**config.mk**
```make
export PLATFORM = sky130hd
export DESIGN_NAME = timer_table_engine_flat
export DESIGN_NICKNAME = d
export VERILOG_FILES = /design/src/hdl/tte_pkg.sv /design/src/hdl/tte_if.sv /design/src/hdl/tte_ram.sv /design/src/hdl/tte_ctrl.sv /design/src/hdl/tte_out.sv /design/src/hdl/timer_table_engine.sv /design/src/flat_wrapper.sv
export SDC_FILE = /design/constraint.sdc
export NUM_CORES = 2
export LEC_CHECK = 0
export ABC_AREA = 0
export ABC_CLOCK_PERIOD_IN_PS = 8720
export BUFFER_PORTS_ARGS = -buffer_cell sky130_fd_sc_hd__buf_2
export CAP_MARGIN = 10
export CORE_MARGIN = 3
export CORE_UTILIZATION = 45
export DETAILED_ROUTE_END_ITERATION = 10
export GPL_TIMING_DRIVEN = 0
export PLACE_DENSITY = 0.59
export SLEW_MARGIN = 20
export SYNTH_ARGS = -nofsm -noshare
export SYNTH_HDL_FRONTEND = slang
export SYNTH_SLANG_ARGS = --single-unit
```
**constraint.sdc**
```tcl
create_clock -name clk_i -period 8.72 [get_ports clk_i]
set_clock_uncertainty 0.15 [all_clocks]
set_input_delay 0 -clock clk_i [delete_from_list [all_inputs] [get_ports clk_i]]
set_output_delay 0 -clock clk_i [all_outputs]
set_load 0.02 [all_outputs]
```
**src/hdl/tte_pkg.sv**
```systemverilog
// ----------------------------------------------------------------------------
// tte_pkg
// Shared types and constants for the timer table engine.
// ----------------------------------------------------------------------------
`default_nettype none

package tte_pkg;

  localparam int TIMER_SLOTS = 16;
  localparam int MAX_RESULTS = 16;

  localparam int OWN_W  = 8;
  localparam int SES_W  = 16;
  localparam int DUR_W  = 16;
  localparam int TIME_W = 32;

  // slot index, and a count that can hold the slot count itself
  localparam int IDX_W  = (TIMER_SLOTS > 1) ? $clog2(TIMER_SLOTS) : 1;
  localparam int CNT_W  = $clog2(TIMER_SLOTS + 1);
  localparam int LEFT_W = $clog2(MAX_RESULTS + 1);

  typedef enum logic [1:0] {
    MODE_TICK    = 2'd0,
    MODE_ADD     = 2'd1,
    MODE_DEL     = 2'd2,
    MODE_RESTART = 2'd3
  } mode_e;

  typedef enum logic [1:0] {
    STAT_OK        = 2'd0,
    STAT_NOT_FOUND = 2'd1,
    STAT_FULL      = 2'd2
  } status_e;

  typedef enum logic {
    KIND_STATUS = 1'b0,
    KIND_EXPIRY = 1'b1
  } kind_e;

  typedef enum logic [2:0] {
    ST_IDLE,
    ST_SCAN,
    ST_ACT,
    ST_ZERO_OK,
    ST_ZERO_EXP
  } state_e;

  typedef struct packed {
    mode_e              mode;
    logic [OWN_W-1:0]   owner;
    logic [SES_W-1:0]   session;
    logic [DUR_W-1:0]   duration;
    logic               periodic;
  } cmd_t;

  // one table entry as held in the slot RAM
  typedef struct packed {
    logic [OWN_W-1:0]   owner;
    logic [SES_W-1:0]   session;
    logic [TIME_W-1:0]  expire;
    logic               periodic;
    logic [DUR_W-1:0]   duration;
  } slot_t;

  localparam int SLOT_W = $bits(slot_t);

  typedef struct packed {
    kind_e              kind;
    logic [OWN_W-1:0]   owner;
    logic [SES_W-1:0]   session;
    status_e            status;
    logic               last;
  } res_t;

  typedef struct packed {
    logic vld;
    res_t res;
  } push_t;

endpackage

`default_nettype wire

```
**src/hdl/tte_if.sv**
```systemverilog
// ----------------------------------------------------------------------------
// tte_if
// Command and result channel interfaces (valid/ready, one word per handshake).
// ----------------------------------------------------------------------------
`default_nettype none

interface tte_cmd_if;
  logic                      valid;
  logic                      ready;
  logic [1:0]                mode;
  logic [tte_pkg::OWN_W-1:0] owner;
  logic [tte_pkg::SES_W-1:0] session;
  logic [tte_pkg::DUR_W-1:0] duration;
  logic                      periodic;

  modport source (output valid, mode, owner, session, duration, periodic,
                  input ready);
  modport sink   (input valid, mode, owner, session, duration, periodic,
                  output ready);
endinterface

interface tte_res_if;
  logic                      valid;
  logic                      ready;
  logic                      kind;
  logic [tte_pkg::OWN_W-1:0] owner_out;
  logic [tte_pkg::SES_W-1:0] session_out;
  logic [1:0]                status;
  logic                      last;

  modport source (output valid, kind, owner_out, session_out, status, last,
                  input ready);
  modport sink   (input valid, kind, owner_out, session_out, status, last,
                  output ready);
endinterface

`default_nettype wire

```
**src/hdl/tte_ram.sv**
```systemverilog
// ----------------------------------------------------------------------------
// tte_ram
// Generic single-port-write, single-port-read RAM with registered read.
// ----------------------------------------------------------------------------
`default_nettype none

module tte_ram #(
  parameter int WIDTH = 8,
  parameter int DEPTH = 16
) (
  input  logic                                   clk_i,
  input  logic                                   we_i,
  input  logic [((DEPTH > 1) ? $clog2(DEPTH) : 1)-1:0] waddr_i,
  input  logic [WIDTH-1:0]                       wdata_i,
  input  logic [((DEPTH > 1) ? $clog2(DEPTH) : 1)-1:0] raddr_i,
  output logic [WIDTH-1:0]                       rdata_o
);

  logic [WIDTH-1:0] mem_q [DEPTH];

  always_ff @(posedge clk_i) begin
    if (we_i) begin
      mem_q[waddr_i] <= wdata_i;
    end
    rdata_o <= mem_q[raddr_i];
  end

endmodule

`default_nettype wire

```
**src/hdl/tte_ctrl.sv**
```systemverilog
// ----------------------------------------------------------------------------
// tte_ctrl
// Command sequencer: slot scan over the RAM, valid bits, tick counter, updates.
// ----------------------------------------------------------------------------
`default_nettype none

module tte_ctrl import tte_pkg::*; (
  input  logic              clk_i,
  input  logic              rst_ni,
  tte_cmd_if.sink           cmd_i,
  input  logic              out_free_i,
  output push_t             push_o,
  output logic              ram_we_o,
  output logic [IDX_W-1:0]  ram_waddr_o,
  output logic [SLOT_W-1:0] ram_wdata_o,
  output logic [IDX_W-1:0]  ram_raddr_o,
  input  logic [SLOT_W-1:0] ram_rdata_i
);

  localparam int CAP_W = CNT_W + LEFT_W;

  state_e             state_q, state_d;
  cmd_t               cmd_q, cmd_d;
  logic [TIME_W-1:0]  now_q, now_d;
  logic [TIMER_SLOTS-1:0] valid_q, valid_d;
  logic [CNT_W-1:0]   rd_idx_q, rd_idx_d;
  logic               pipe_vld_q, pipe_vld_d;
  logic [IDX_W-1:0]   pipe_idx_q, pipe_idx_d;
  logic               found_q, found_d;
  logic               first_q, first_d;
  logic [LEFT_W-1:0]  left_q, left_d;
  logic [IDX_W-1:0]   best_idx_q, best_idx_d;
  logic [TIME_W-1:0]  best_age_q, best_age_d;
  slot_t              best_ent_q, best_ent_d;
  logic [CNT_W-1:0]   due_cnt_q, due_cnt_d;

  slot_t              ent;
  logic               slot_v;
  logic [TIME_W-1:0]  age;
  logic               due;
  logic               hit;
  logic [CAP_W-1:0]   due_ext;
  logic [LEFT_W-1:0]  capped;
  logic [LEFT_W-1:0]  left_now;
  slot_t              new_ent;
  slot_t              rearm_ent;

  // scan compare on the word returned by the RAM
  assign ent    = slot_t'(ram_rdata_i);
  assign slot_v = valid_q[pipe_idx_q];
  assign age    = now_q - ent.expire;
  assign due    = slot_v && !age[TIME_W-1];
  assign hit    = slot_v && (ent.owner == cmd_q.owner) && (ent.session == cmd_q.session);

  assign due_ext  = CAP_W'(due_cnt_q);
  assign capped   = (due_ext > CAP_W'(MAX_RESULTS)) ? LEFT_W'(MAX_RESULTS)
                                                    : LEFT_W'(due_ext);
  assign left_now = first_q ? capped : left_q;

  always_comb begin
    new_ent          = '0;
    new_ent.owner    = cmd_q.owner;
    new_ent.session  = cmd_q.session;
    new_ent.expire   = now_q + TIME_W'(cmd_q.duration);
    new_ent.periodic = cmd_q.periodic;
    new_ent.duration = cmd_q.duration;
    rearm_ent        = best_ent_q;
    rearm_ent.expire = now_q + TIME_W'(best_ent_q.duration);
  end

  assign ram_raddr_o = rd_idx_q[IDX_W-1:0];
  assign cmd_i.ready = (state_q == ST_IDLE);

  always_comb begin
    state_d     = state_q;
    cmd_d       = cmd_q;
    now_d       = now_q;
    valid_d     = valid_q;
    rd_idx_d    = rd_idx_q;
    pipe_vld_d  = 1'b0;
    pipe_idx_d  = rd_idx_q[IDX_W-1:0];
    found_d     = found_q;
    first_d     = first_q;
    left_d      = left_q;
    best_idx_d  = best_idx_q;
    best_age_d  = best_age_q;
    best_ent_d  = best_ent_q;
    due_cnt_d   = due_cnt_q;
    ram_we_o    = 1'b0;
    ram_waddr_o = best_idx_q;
    ram_wdata_o = SLOT_W'(rearm_ent);
    push_o      = '0;

    unique case (state_q)
      ST_IDLE: begin
        if (cmd_i.valid) begin
          cmd_d.mode     = mode_e'(cmd_i.mode);
          cmd_d.owner    = cmd_i.owner;
          cmd_d.session  = cmd_i.session;
          cmd_d.duration = cmd_i.duration;
          cmd_d.periodic = cmd_i.periodic;
          first_d        = 1'b1;
          if (mode_e'(cmd_i.mode) == MODE_TICK) begin
            now_d = now_q + TIME_W'(1);
          end
          if ((mode_e'(cmd_i.mode) == MODE_ADD) && (cmd_i.duration == '0)) begin
            state_d = ST_ZERO_OK;
          end else begin
            state_d    = ST_SCAN;
            rd_idx_d   = '0;
            found_d    = 1'b0;
            due_cnt_d  = '0;
            best_age_d = '0;
          end
        end
      end

      ST_SCAN: begin
        if (rd_idx_q != CNT_W'(TIMER_SLOTS)) begin
          rd_idx_d   = rd_idx_q + CNT_W'(1);
          pipe_vld_d = 1'b1;
        end else if (!pipe_vld_q) begin
          state_d = ST_ACT;
        end
        if (pipe_vld_q) begin
          unique case (cmd_q.mode)
            MODE_TICK: begin
              if (due) begin
                due_cnt_d = due_cnt_q + CNT_W'(1);
                // strictly older wins, so ties keep the lower slot
                if (!found_q || (age > best_age_q)) begin
                  found_d    = 1'b1;
                  best_idx_d = pipe_idx_q;
                  best_age_d = age;
                  best_ent_d = ent;
                end
              end
            end
            MODE_ADD: begin
              if (!slot_v && !found_q) begin
                found_d    = 1'b1;
                best_idx_d = pipe_idx_q;
              end
            end
            MODE_DEL, MODE_RESTART: begin
              if (hit && !found_q) begin
                found_d    = 1'b1;
                best_idx_d = pipe_idx_q;
                best_ent_d = ent;
              end
            end
          endcase
        end
      end

      ST_ACT: begin
        push_o.res.owner   = cmd_q.owner;
        push_o.res.session = cmd_q.session;
        push_o.res.kind    = KIND_STATUS;
        push_o.res.status  = found_q ? STAT_OK : STAT_NOT_FOUND;
        push_o.res.last    = 1'b1;
        unique case (cmd_q.mode)
          MODE_TICK: begin
            if (!found_q) begin
              state_d = ST_IDLE;
            end else if (out_free_i) begin
              push_o.vld         = 1'b1;
              push_o.res.kind    = KIND_EXPIRY;
              push_o.res.owner   = best_ent_q.owner;
              push_o.res.session = best_ent_q.session;
              push_o.res.status  = STAT_OK;
              push_o.res.last    = (left_now == LEFT_W'(1));
              if (best_ent_q.periodic) begin
                ram_we_o = 1'b1;
              end else begin
                valid_d[best_idx_q] = 1'b0;
              end
              left_d  = left_now - LEFT_W'(1);
              first_d = 1'b0;
              if (left_now == LEFT_W'(1)) begin
                state_d = ST_IDLE;
              end else begin
                state_d    = ST_SCAN;
                rd_idx_d   = '0;
                found_d    = 1'b0;
                best_age_d = '0;
              end
            end
          end
          MODE_ADD: begin
            push_o.res.status = found_q ? STAT_OK : STAT_FULL;
            if (out_free_i) begin
              push_o.vld = 1'b1;
              state_d    = ST_IDLE;
              if (found_q) begin
                ram_we_o            = 1'b1;
                ram_wdata_o         = SLOT_W'(new_ent);
                valid_d[best_idx_q] = 1'b1;
              end
            end
          end
          MODE_DEL: begin
            if (out_free_i) begin
              push_o.vld = 1'b1;
              state_d    = ST_IDLE;
              if (found_q) begin
                valid_d[best_idx_q] = 1'b0;
              end
            end
          end
          MODE_RESTART: begin
            if (out_free_i) begin
              push_o.vld = 1'b1;
              state_d    = ST_IDLE;
              ram_we_o   = found_q;
            end
          end
        endcase
      end

      ST_ZERO_OK: begin
        push_o.res.kind    = KIND_STATUS;
        push_o.res.owner   = cmd_q.owner;
        push_o.res.session = cmd_q.session;
        push_o.res.status  = STAT_OK;
        push_o.res.last    = 1'b0;
        if (out_free_i) begin
          push_o.vld = 1'b1;
          state_d    = ST_ZERO_EXP;
        end
      end

      ST_ZERO_EXP: begin
        push_o.res.kind    = KIND_EXPIRY;
        push_o.res.owner   = cmd_q.owner;
        push_o.res.session = cmd_q.session;
        push_o.res.status  = STAT_OK;
        push_o.res.last    = 1'b1;
        if (out_free_i) begin
          push_o.vld = 1'b1;
          state_d    = ST_IDLE;
        end
      end

      default: begin
        state_d = ST_IDLE;
      end
    endcase
  end

  always_ff @(posedge clk_i or negedge rst_ni) begin
    if (!rst_ni) begin
      state_q    <= ST_IDLE;
      now_q      <= '0;
      valid_q    <= '0;
      rd_idx_q   <= '0;
      pipe_vld_q <= 1'b0;
      found_q    <= 1'b0;
      first_q    <= 1'b0;
      left_q     <= '0;
    end else begin
      state_q    <= state_d;
      now_q      <= now_d;
      valid_q    <= valid_d;
      rd_idx_q   <= rd_idx_d;
      pipe_vld_q <= pipe_vld_d;
      found_q    <= found_d;
      first_q    <= first_d;
      left_q     <= left_d;
    end
  end

  always_ff @(posedge clk_i) begin
    cmd_q      <= cmd_d;
    pipe_idx_q <= pipe_idx_d;
    best_idx_q <= best_idx_d;
    best_age_q <= best_age_d;
    best_ent_q <= best_ent_d;
    due_cnt_q  <= due_cnt_d;
  end

endmodule

`default_nettype wire

```
**src/hdl/tte_out.sv**
```systemverilog
// ----------------------------------------------------------------------------
// tte_out
// Output register between the sequencer and the result channel.
// ----------------------------------------------------------------------------
`default_nettype none

module tte_out import tte_pkg::*; (
  input  logic     clk_i,
  input  logic     rst_ni,
  input  push_t    push_i,
  output logic     free_o,
  tte_res_if.source res_o
);

  logic out_vld_q, out_vld_d;
  res_t res_q, res_d;

  // a new word may be loaded when empty or when the held one leaves now
  assign free_o = !out_vld_q || res_o.ready;

  always_comb begin
    out_vld_d = out_vld_q;
    res_d     = res_q;
    if (push_i.vld) begin
      out_vld_d = 1'b1;
      res_d     = push_i.res;
    end else if (res_o.ready) begin
      out_vld_d = 1'b0;
    end
  end

  always_ff @(posedge clk_i or negedge rst_ni) begin
    if (!rst_ni) begin
      out_vld_q <= 1'b0;
    end else begin
      out_vld_q <= out_vld_d;
    end
  end

  always_ff @(posedge clk_i) begin
    res_q <= res_d;
  end

  assign res_o.valid       = out_vld_q;
  assign res_o.kind        = res_q.kind;
  assign res_o.owner_out   = res_q.owner;
  assign res_o.session_out = res_q.session;
  assign res_o.status      = res_q.status;
  assign res_o.last        = res_q.last;

endmodule

`default_nettype wire

```
**src/hdl/timer_table_engine.sv**
```systemverilog
// ----------------------------------------------------------------------------
// timer_table_engine
// Table of armed one-shot and periodic timers with a 32-bit tick counter.
// ----------------------------------------------------------------------------
// Takes one command word at a time (tick, add, delete, restart) and answers
// with result words: one status word per add/delete/restart, and zero or
// more expiry words per tick, the final word of each command flagged by
// last. Timer entries live in one RAM read a slot per cycle; the valid bits
// are flip-flops cleared by reset, so no clearing pass is needed. Every
// command but an add of zero duration walks the whole table (TIMER_SLOTS,
// 16 here) through the single RAM read port and then acts on what it found.
// A tick firing k timers makes max(1,k) scans, one per event. An add of
// zero duration needs no scan. Stalls on the result side can hold the
// sequencer whenever it has a word to emit.
// ----------------------------------------------------------------------------
`default_nettype none

module timer_table_engine import tte_pkg::*; (
  input  logic      clk_i,
  input  logic      rst_ni,
  tte_cmd_if.sink   cmd_i,
  tte_res_if.source res_o
);

  push_t             push;
  logic              out_free;
  logic              ram_we;
  logic [IDX_W-1:0]  ram_waddr;
  logic [SLOT_W-1:0] ram_wdata;
  logic [IDX_W-1:0]  ram_raddr;
  logic [SLOT_W-1:0] ram_rdata;

  // sequencer: scan, due/match selection, slot updates, counter
  tte_ctrl u_ctrl (
    .clk_i       (clk_i),
    .rst_ni      (rst_ni),
    .cmd_i       (cmd_i),
    .out_free_i  (out_free),
    .push_o      (push),
    .ram_we_o    (ram_we),
    .ram_waddr_o (ram_waddr),
    .ram_wdata_o (ram_wdata),
    .ram_raddr_o (ram_raddr),
    .ram_rdata_i (ram_rdata)
  );

  // owner, session, expiry, period flag and duration of each slot
  tte_ram #(
    .WIDTH (SLOT_W),
    .DEPTH (TIMER_SLOTS)
  ) u_slot_ram (
    .clk_i   (clk_i),
    .we_i    (ram_we),
    .waddr_i (ram_waddr),
    .wdata_i (ram_wdata),
    .raddr_i (ram_raddr),
    .rdata_o (ram_rdata)
  );

  // result word register; the sequencer waits on it only when it must emit
  tte_out u_out (
    .clk_i  (clk_i),
    .rst_ni (rst_ni),
    .push_i (push),
    .free_o (out_free),
    .res_o  (res_o)
  );

endmodule

`default_nettype wire

```
**src/flat_wrapper.sv**
```systemverilog
// flat-port wrapper written by rule: the top's interface ports become plain ports
module timer_table_engine_flat import tte_pkg::*;
  (clk_i, rst_ni, cmd_i_valid, cmd_i_mode, cmd_i_owner, cmd_i_session, cmd_i_duration, cmd_i_periodic, cmd_i_ready, res_o_valid, res_o_kind, res_o_owner_out, res_o_session_out, res_o_status, res_o_last, res_o_ready);
  tte_cmd_if cmd_i_i ();
  tte_res_if res_o_i ();
  input  logic clk_i;
  input  logic rst_ni;
  input wire logic [$bits(cmd_i_i.valid)-1:0] cmd_i_valid;
  input wire logic [$bits(cmd_i_i.mode)-1:0] cmd_i_mode;
  input wire logic [$bits(cmd_i_i.owner)-1:0] cmd_i_owner;
  input wire logic [$bits(cmd_i_i.session)-1:0] cmd_i_session;
  input wire logic [$bits(cmd_i_i.duration)-1:0] cmd_i_duration;
  input wire logic [$bits(cmd_i_i.periodic)-1:0] cmd_i_periodic;
  output wire logic [$bits(cmd_i_i.ready)-1:0] cmd_i_ready;
  output wire logic [$bits(res_o_i.valid)-1:0] res_o_valid;
  output wire logic [$bits(res_o_i.kind)-1:0] res_o_kind;
  output wire logic [$bits(res_o_i.owner_out)-1:0] res_o_owner_out;
  output wire logic [$bits(res_o_i.session_out)-1:0] res_o_session_out;
  output wire logic [$bits(res_o_i.status)-1:0] res_o_status;
  output wire logic [$bits(res_o_i.last)-1:0] res_o_last;
  input wire logic [$bits(res_o_i.ready)-1:0] res_o_ready;
  assign cmd_i_i.valid = cmd_i_valid;
  assign cmd_i_i.mode = cmd_i_mode;
  assign cmd_i_i.owner = cmd_i_owner;
  assign cmd_i_i.session = cmd_i_session;
  assign cmd_i_i.duration = cmd_i_duration;
  assign cmd_i_i.periodic = cmd_i_periodic;
  assign cmd_i_ready = cmd_i_i.ready;
  assign res_o_valid = res_o_i.valid;
  assign res_o_kind = res_o_i.kind;
  assign res_o_owner_out = res_o_i.owner_out;
  assign res_o_session_out = res_o_i.session_out;
  assign res_o_status = res_o_i.status;
  assign res_o_last = res_o_i.last;
  assign res_o_i.ready = res_o_ready;
  timer_table_engine u_core (.clk_i(clk_i), .rst_ni(rst_ni), .cmd_i(cmd_i_i), .res_o(res_o_i));
endmodule
```
=== Word-level counts from Yosys, hierarchy flattened ===
Memory sizes are Yosys's and may differ from the RTL's. A register that Yosys moved wholly into a read port is not among the register bits.
Index checks and enable logic that the tools add are counted.

* Input port bits: 47
* Word-level logic and storage cells: 225
* RAM bits: 1168
* Memories kept: 1
* Bits in registers: 222

{| class="wikitable"
|+ Memories
! memory !! depth !! bits a word !! rd ports !! clocked after memory_dff !! write ports !! line !! text
|-
| u_core.u_slot_ram.mem_q || 16 || 73 || 1 || 1 || 1 || tte_ram.sv:19 || <nowiki>logic [WIDTH-1:0] mem_q [DEPTH];</nowiki>
|}

* Bitwise gates (word level): 3
* Multiplexer cells: 103
* Equality and inequality tests: 42
* $add $sub $neg: 7
* Order comparisons: 5
* Reductions and logical operators: 37

{| class="wikitable"
|+ Operator list
! operator !! number
|-
| $mux 73 || 7
|-
| $mux 32 || 10
|-
| $pmux 73 s2 || 1
|-
| $mux 16 || 7
|-
| $pmux 32 s3 || 1
|-
| $pmux 29 s3 || 1
|-
| $add 32x16->32 || 2
|-
| $mux 5 || 12
|-
| $mux 29 || 2
|-
| $pmux 16 s3 || 1
|-
| $ne 2x2->1 const B || 19
|-
| $mux 1 || 34
|-
| $add 32x1->32 const B || 1
|-
| $gt 32x32->1 || 1
|-
| $sub 32x32->32 || 1
|-
| $mux 25 || 1
|-
| $mux 3 || 7
|-
| $reduce_and 6->1 || 3
|-
| $reduce_and 9->1 || 2
|-
| $and 16x16->16 || 1
|-
| $eq 16x16->1 || 1
|-
| $logic_not 16->1 || 1
|-
| $mux 4 || 4
|-
| $not 16->16 || 1
|-
| 43 further kinds || 76
|}

=== Longest topological paths before layout ===
* Depth in word-level cells: 10
* Mapped depth: 19
* Gate-level depth less buffers: 19

=== Hierarchy ===
A second synthesis with hierarchy kept.

* Cells, all modules: 3376
* Area, all modules: 59843.6 um2

{| class="wikitable"
|+ By module, submodules not included
! module !! area each (um2) !! sequential area each (um2) !! cells an instance !! times used
|-
| tte_ram || 45127.0 || 36535.0 || 1875 || 1
|-
| tte_ctrl || 13828.3 || 5435.2 || 1470 || 1
|-
| tte_out || 888.4 || 865.8 || 31 || 1
|}

=== Least setup slack after synthesis ===
No wires, ideal clock.

* Path type: reg2reg
* Start: register u_core.u_ctrl.now_q[0]
* End: register u_core.u_ctrl.best_ent_q[0] (netlist name), enable pin
* Setup slack: 2.528 ns
* Data arrival time: 5.588 ns
* Setup time: 0.453 ns
* Stages on the path, launching flop included: 19
* Data required time: 8.117 ns
* Path buffers: 0
* Cell sequence: dfrtp_1 inv_1 ha_1 fa_1 nor2b_1 o311ai_1 a41oi_1 o211ai_1 a41oi_1 o21a_1 o21ai_0 o31a_1 ha_1 nand4_1 nor4_1 o21ai_0 a21oi_1 nand4b_1 a21oi_1

* Word-level cells in the longest chain between the ends: 5
* Elaborated cells between the ends (all ways): 8

{| class="wikitable"
|+ RTL lines
! what !! line !! text
|-
| from (decl) || tte_ctrl.sv:24 || <nowiki>logic [TIME_W-1:0] now_q, now_d;</nowiki>
|-
| from (signal assigned) || tte_ctrl.sv:263 || <nowiki>now_q <= now_d;</nowiki>
|-
| $sub 32x32->32 || tte_ctrl.sv:51 || <nowiki>assign age = now_q - ent.expire;</nowiki>
|-
| via u_core.u_ctrl.age[30] || tte_ctrl.sv:39 || <nowiki>logic [TIME_W-1:0] age;</nowiki>
|-
| $gt 32x32->1 || tte_ctrl.sv:131 || <nowiki>if (!found_q || (age > best_age_q)) begin</nowiki>
|-
| $logic_or 1x1->1 || tte_ctrl.sv:131 ||
|-
| $ne 2x2->1 (no source line) || n/a ||
|-
| $reduce_and 6->1 (no source line) || n/a ||
|-
| to (signal assigned) || tte_ctrl.sv:278 || <nowiki>best_ent_q <= best_ent_d;</nowiki>
|-
| to (decl) || tte_ctrl.sv:34 || <nowiki>slot_t best_ent_q, best_ent_d;</nowiki>
|}

The timed path passes the listed nets, and every way through them passes these cells.
A chain may end at the register's enable or synchronous reset.

=== Worst setup path in the final report ===
* Start: register u_core.u_ctrl.now_q[0]
* End: register u_core.u_ctrl.best_ent_q[58] (netlist name), enable pin

The elaborated chain is that of the path after synthesis.

==> summary.txt <==
Yosys
  • Synthesized flop and latch total: 1463
  • Main flop type after synthesis: edfxtp_1
  • Post-synth top area cell: edfxtp_1
  • Mapped Cells: 3031
  • Post-synthesis sequential area ratio: 72.4%
  • Post-synth EDFFs: 1321
  • Netlist cell types: 85
  • Top-area cell type share of the netlist area: 67.1%
  • Ys Warns: 0
  • Syn Area/Cell: 19.5 µm²
  • Synth Net Count: 3183
  • Synthesized area: 59100 µm²
  • FFs w/ async S/R, synth: 4.44%
  • Top cells by area, synth: edfxtp_1 (67%), mux4_2 (14%), dfrtp_1 (2.8%)

Power
  • Tot Pwr: 0.0195 W
  • Max IR drop VDD: 0.170 mV
  • Power density cells: 279 nW/µm²
  • Leakage power: 23.9 nW

Placed design
  • Total instance count after detailed placement: 4946
  • RePlAce Congestion: 0.858
  • PortBufs: 76
  • Setup slack at placement: 2.16 ns
  • DP Wirelength: 102000 µm

Floorplan
  • Die width: 368 µm
  • Core Area: 130000 µm²
  • Core Rows: 132
  • Total die area: 136000 µm²
  • Chip height: 368 µm
  • IO Pins: 77
  • Starting density of the core: 45.5%

Worst setup path
  • CP max-delay cell: nor4_1
  • CP Cell Sequence: inv_1, ha_1, fa_1, nor2b_1, o311ai_1, a41oi_1, o211ai_1, a41oi_1, o21a_1, o21ai_0, o31a_1, ha_1, nand4_1, nor4_1, o21ai_0, a21oi_1, nand4b_1, a21oi_4, buf_16, buf_16
  • R2R Path End: u_core.u_ctrl.best_ent_q[58]
  • Worst Setup EP: u_core.u_ctrl.best_ent_q[58]
  • Origin of the critical flop-to-flop path: u_core.u_ctrl.now_q[0]
  • R2R Setup Slk: 1.97 ns
  • Crit Path Max Fanout: 13
  • Startpoint types: flip-flop
  • Max incr delay on CP: 0.66 ns
  • Worst setup path category: reg2reg
  • Critical Path RT: 9.05 ns
  • Reg2reg path depth: 20
  • CP startpoint: u_core.u_ctrl.now_q[0]
  • Critical Path AT: 7.08 ns
  • Critical Path Sink Type: flip-flop

CTS
  • Root Buffer: clkbuf_16
  • Worst-skew pair later-pin latency: 0.79 ns
  • Sink Count: 1463
  • H-tree depth: 4
  • Cts repair resizes: 0
  • Clock buffer depth: 3
  • CTS clock-pin slew for the worst setup and hold paths: 0.06 ns
  • TritonCTS clock tree: built
  • Num CTS Buffers: 148

STA
  • Final setup fails: 0
  • Period utilization: 77.4%
  • RSZ-0062 raised after global routing: false
  • Final Critical Period: 6.75 ns
  • Max Slew Vio Count: 0
  • Final hold vios: 0
  • Setup ws final: 1.97 ns
  • Worst Tran Pin Value: 1.21 ns
  • Worst relative slew slack: 19.4%
  • Fmax achieved: 0.148 GHz

Detailed routing
  • Drt drc: 0
  • Routed wire length: 156000 µm
  • Initial DRC count: 3449
  • Via density: 5.92
  • Via count: 31.5k
  • 1st-pass router iterations: 6
  • Routed Antenna Nets: 0
  • Per-cell routed wire length: 29.3 µm

Hold path
  • Hold Path Class: in2reg
  • Worst hold start: res_o_ready

Final layout
  • P&R area growth vs syn: 18.4%
  • Final core utilization: 53.9%
  • Filler Cells Inserted: 10.0k
  • Non-Filler Instances: 5317
  • Fin nets: 3599
  • Share of layout cells above drive strength 1: 25.9%

Global route
  • GRT Overall Usage: 23.2%
  • Met1 usage: 32.2%
  • First-pass GRT wire length: 226000 µm
  • GR Layer Usage met2: 37.7%
  • Largest net degree at the start of global routing: 35
  • Most Used Layer, Global Route: met2
  • Initial antenna violation count: 5
  • Met3 Usage GRT: 3.86%
  • Overflow after GRT: 0
  • Vias in the first global route: 32.5k

Flow run
  • Max-Cap Viols: 0

Status
  • Run status: finished clean
worst min path at each step:
stage                                             to  cells past startpoint  slack, ns
after floorplan           asynchronous set/reset pin                      0      -0.45
after global placement       u_core.u_ctrl.cmd_q[24]                      1       0.03
after detailed placement     u_core.u_ctrl.now_q[31]                      1      -0.16
after CTS                   u_core.u_out.res_o.valid                      4       0.04
after global routing        u_core.u_out.res_o.valid                      4        0.1
final                       u_core.u_out.res_o.valid                      4       0.11
cell usage after synthesis (all sizes together) (3+ instances only):
cell type / number
edfxtp: 1321
mux4: 370
ha: 102
nor2: 95
o21ai: 95
nand2: 94
inv: 88
dfxtp: 77
clkbuf: 76
a21oi: 74
xor2: 70
dfrtp: 65
xnor2: 57
mux2: 44
buf: 42
nand3: 37
and2: 32
nand4: 27
a22o: 26
a21o: 19
nor2b: 18
nor4: 17
and3: 16
nor3: 16
o21a: 16
nand2b: 15
a211oi: 14
o211ai: 12
or3: 10
o21bai: 9
a31oi: 8
mux2i: 6
nor3b: 6
o31ai: 5
a211o: 4
o31a: 4
a2111oi: 3
fa: 3
nand3b: 3
nor4b: 3
o22ai: 3
logic make-up after synthesis:
group / synth area share (%)
flops: 72.4
mux: 15.0
simple gates: 3.56
compound gates: 3.41
buf+inv: 1.42
xor+xnor: 1.88
fa+ha+maj: 2.26
metal layers:
layer / share of wire, % / wire length (µm) / vias up
li1: - / - / 13200
met1: 42 / 65200 / 16800
met2: 49 / 76000 / 1275
met3: 6.6 / 10300 / 245
met4: 2.9 / 4510 / 4
met5: 0.015 / 24 / -
state kept, by name, summed over array words and instances, names as in the netlist, 2 cells and up, named ones only:
signal / flops
u_core.u_ctrl.best_age_q: 32
u_core.u_ctrl.best_ent_q: 41
u_core.u_ctrl.cmd_q: 43
u_core.u_ctrl.due_cnt_q: 5
u_core.u_ctrl.left_q: 5
u_core.u_ctrl.now_q: 32
u_core.u_ctrl.pipe_idx_q: 4
u_core.u_ctrl.ram_waddr_o: 4
u_core.u_ctrl.rd_idx_q: 5
u_core.u_ctrl.state_q: 3
u_core.u_out.res_o.owner_out: 8
u_core.u_out.res_o.session_out: 16
u_core.u_out.res_o.status: 2
u_core.u_slot_ram.mem_q: 1168
u_core.u_slot_ram.rdata_o: 73
critical path, delay by kind of cell, from the launching register on:
| family | cells | cell delay (ns) |
|---|---|---|
| adder cells (fa/ha/maj) | 3 | 0.99 |
| AO/OA/AOI/OAI | 10 | 2.90 |
| AND/OR/NAND/NOR | 4 | 1.33 |
| flip-flops | 1 | 0.46 |
| buffers and inverters | 3 | 0.56 |
power breakdown:
part / switching (W) / internal [W]
Clock: 0.00269 / 0.00365
Combinational: 0.00267 / 0.00197
Sequential: 0.000274 / 0.00828
Total: 0.00563 / 0.0139
cells in the final DEF (no fill, tap or decap), types with 17 or more instances in the layout:
cell,netlist,routed
a21o_1,18,18
a21oi_1,74,66
a22o_1,26,26
and2_1,32,31
buf_12,0,51
buf_16,0,39
buf_2,35,112
clkbuf_1,74,109
clkbuf_16,0,149
clkbuf_8,0,18
clkinv_1,1,17
clkinv_2,0,19
dfrtp_1,65,65
dfxtp_1,77,77
dlygate4sd3_1,0,90
edfxtp_1,1321,1321
ha_1,102,102
inv_1,88,88
mux2_2,44,44
mux4_2,370,370
nand2_1,93,93
nand3_1,35,35
nand4_1,26,26
nor2_1,94,77
nor2_4,1,18
nor2b_1,18,18
o21ai_0,88,84
xnor2_1,57,54
xor2_1,70,61
what timing repair did:
action / CTS / global route
hold buffers: 91 / 0
buffers inserted: 0 / 0
endpoints found under the hold margin: 182 / 0
through the flow:
stage | hold WS, ns | setup TNS, ns | area, µm²
6_report | 0.112 | 0 | 70000
5_1_grt | 0.0997 | 0 | 70000
4_1_cts | 0.0406 | 0 | 69800
3_5_place_dp | -0.158 | 0 | 64000
3_3_place_gp | 0.0274 | -1926.27 | 61700
2_1_floorplan | -0.446 | 0 | 59100
area by class of cell:
class	instances	area [µm²]	area share [%]
antenna	1	2.50	0.00357
buffer	118	517	0.738
clock buffer	209	4110	5.88
clock inverter	68	782	1.12
inverter	89	334	0.477
multi-input combinational	1361	15700	22.5
sequential	1463	42800	61.2
tap	1742	2180	3.11
timing repair buffer	266	3500	4.99
Power figures use the tool's default switching activity.
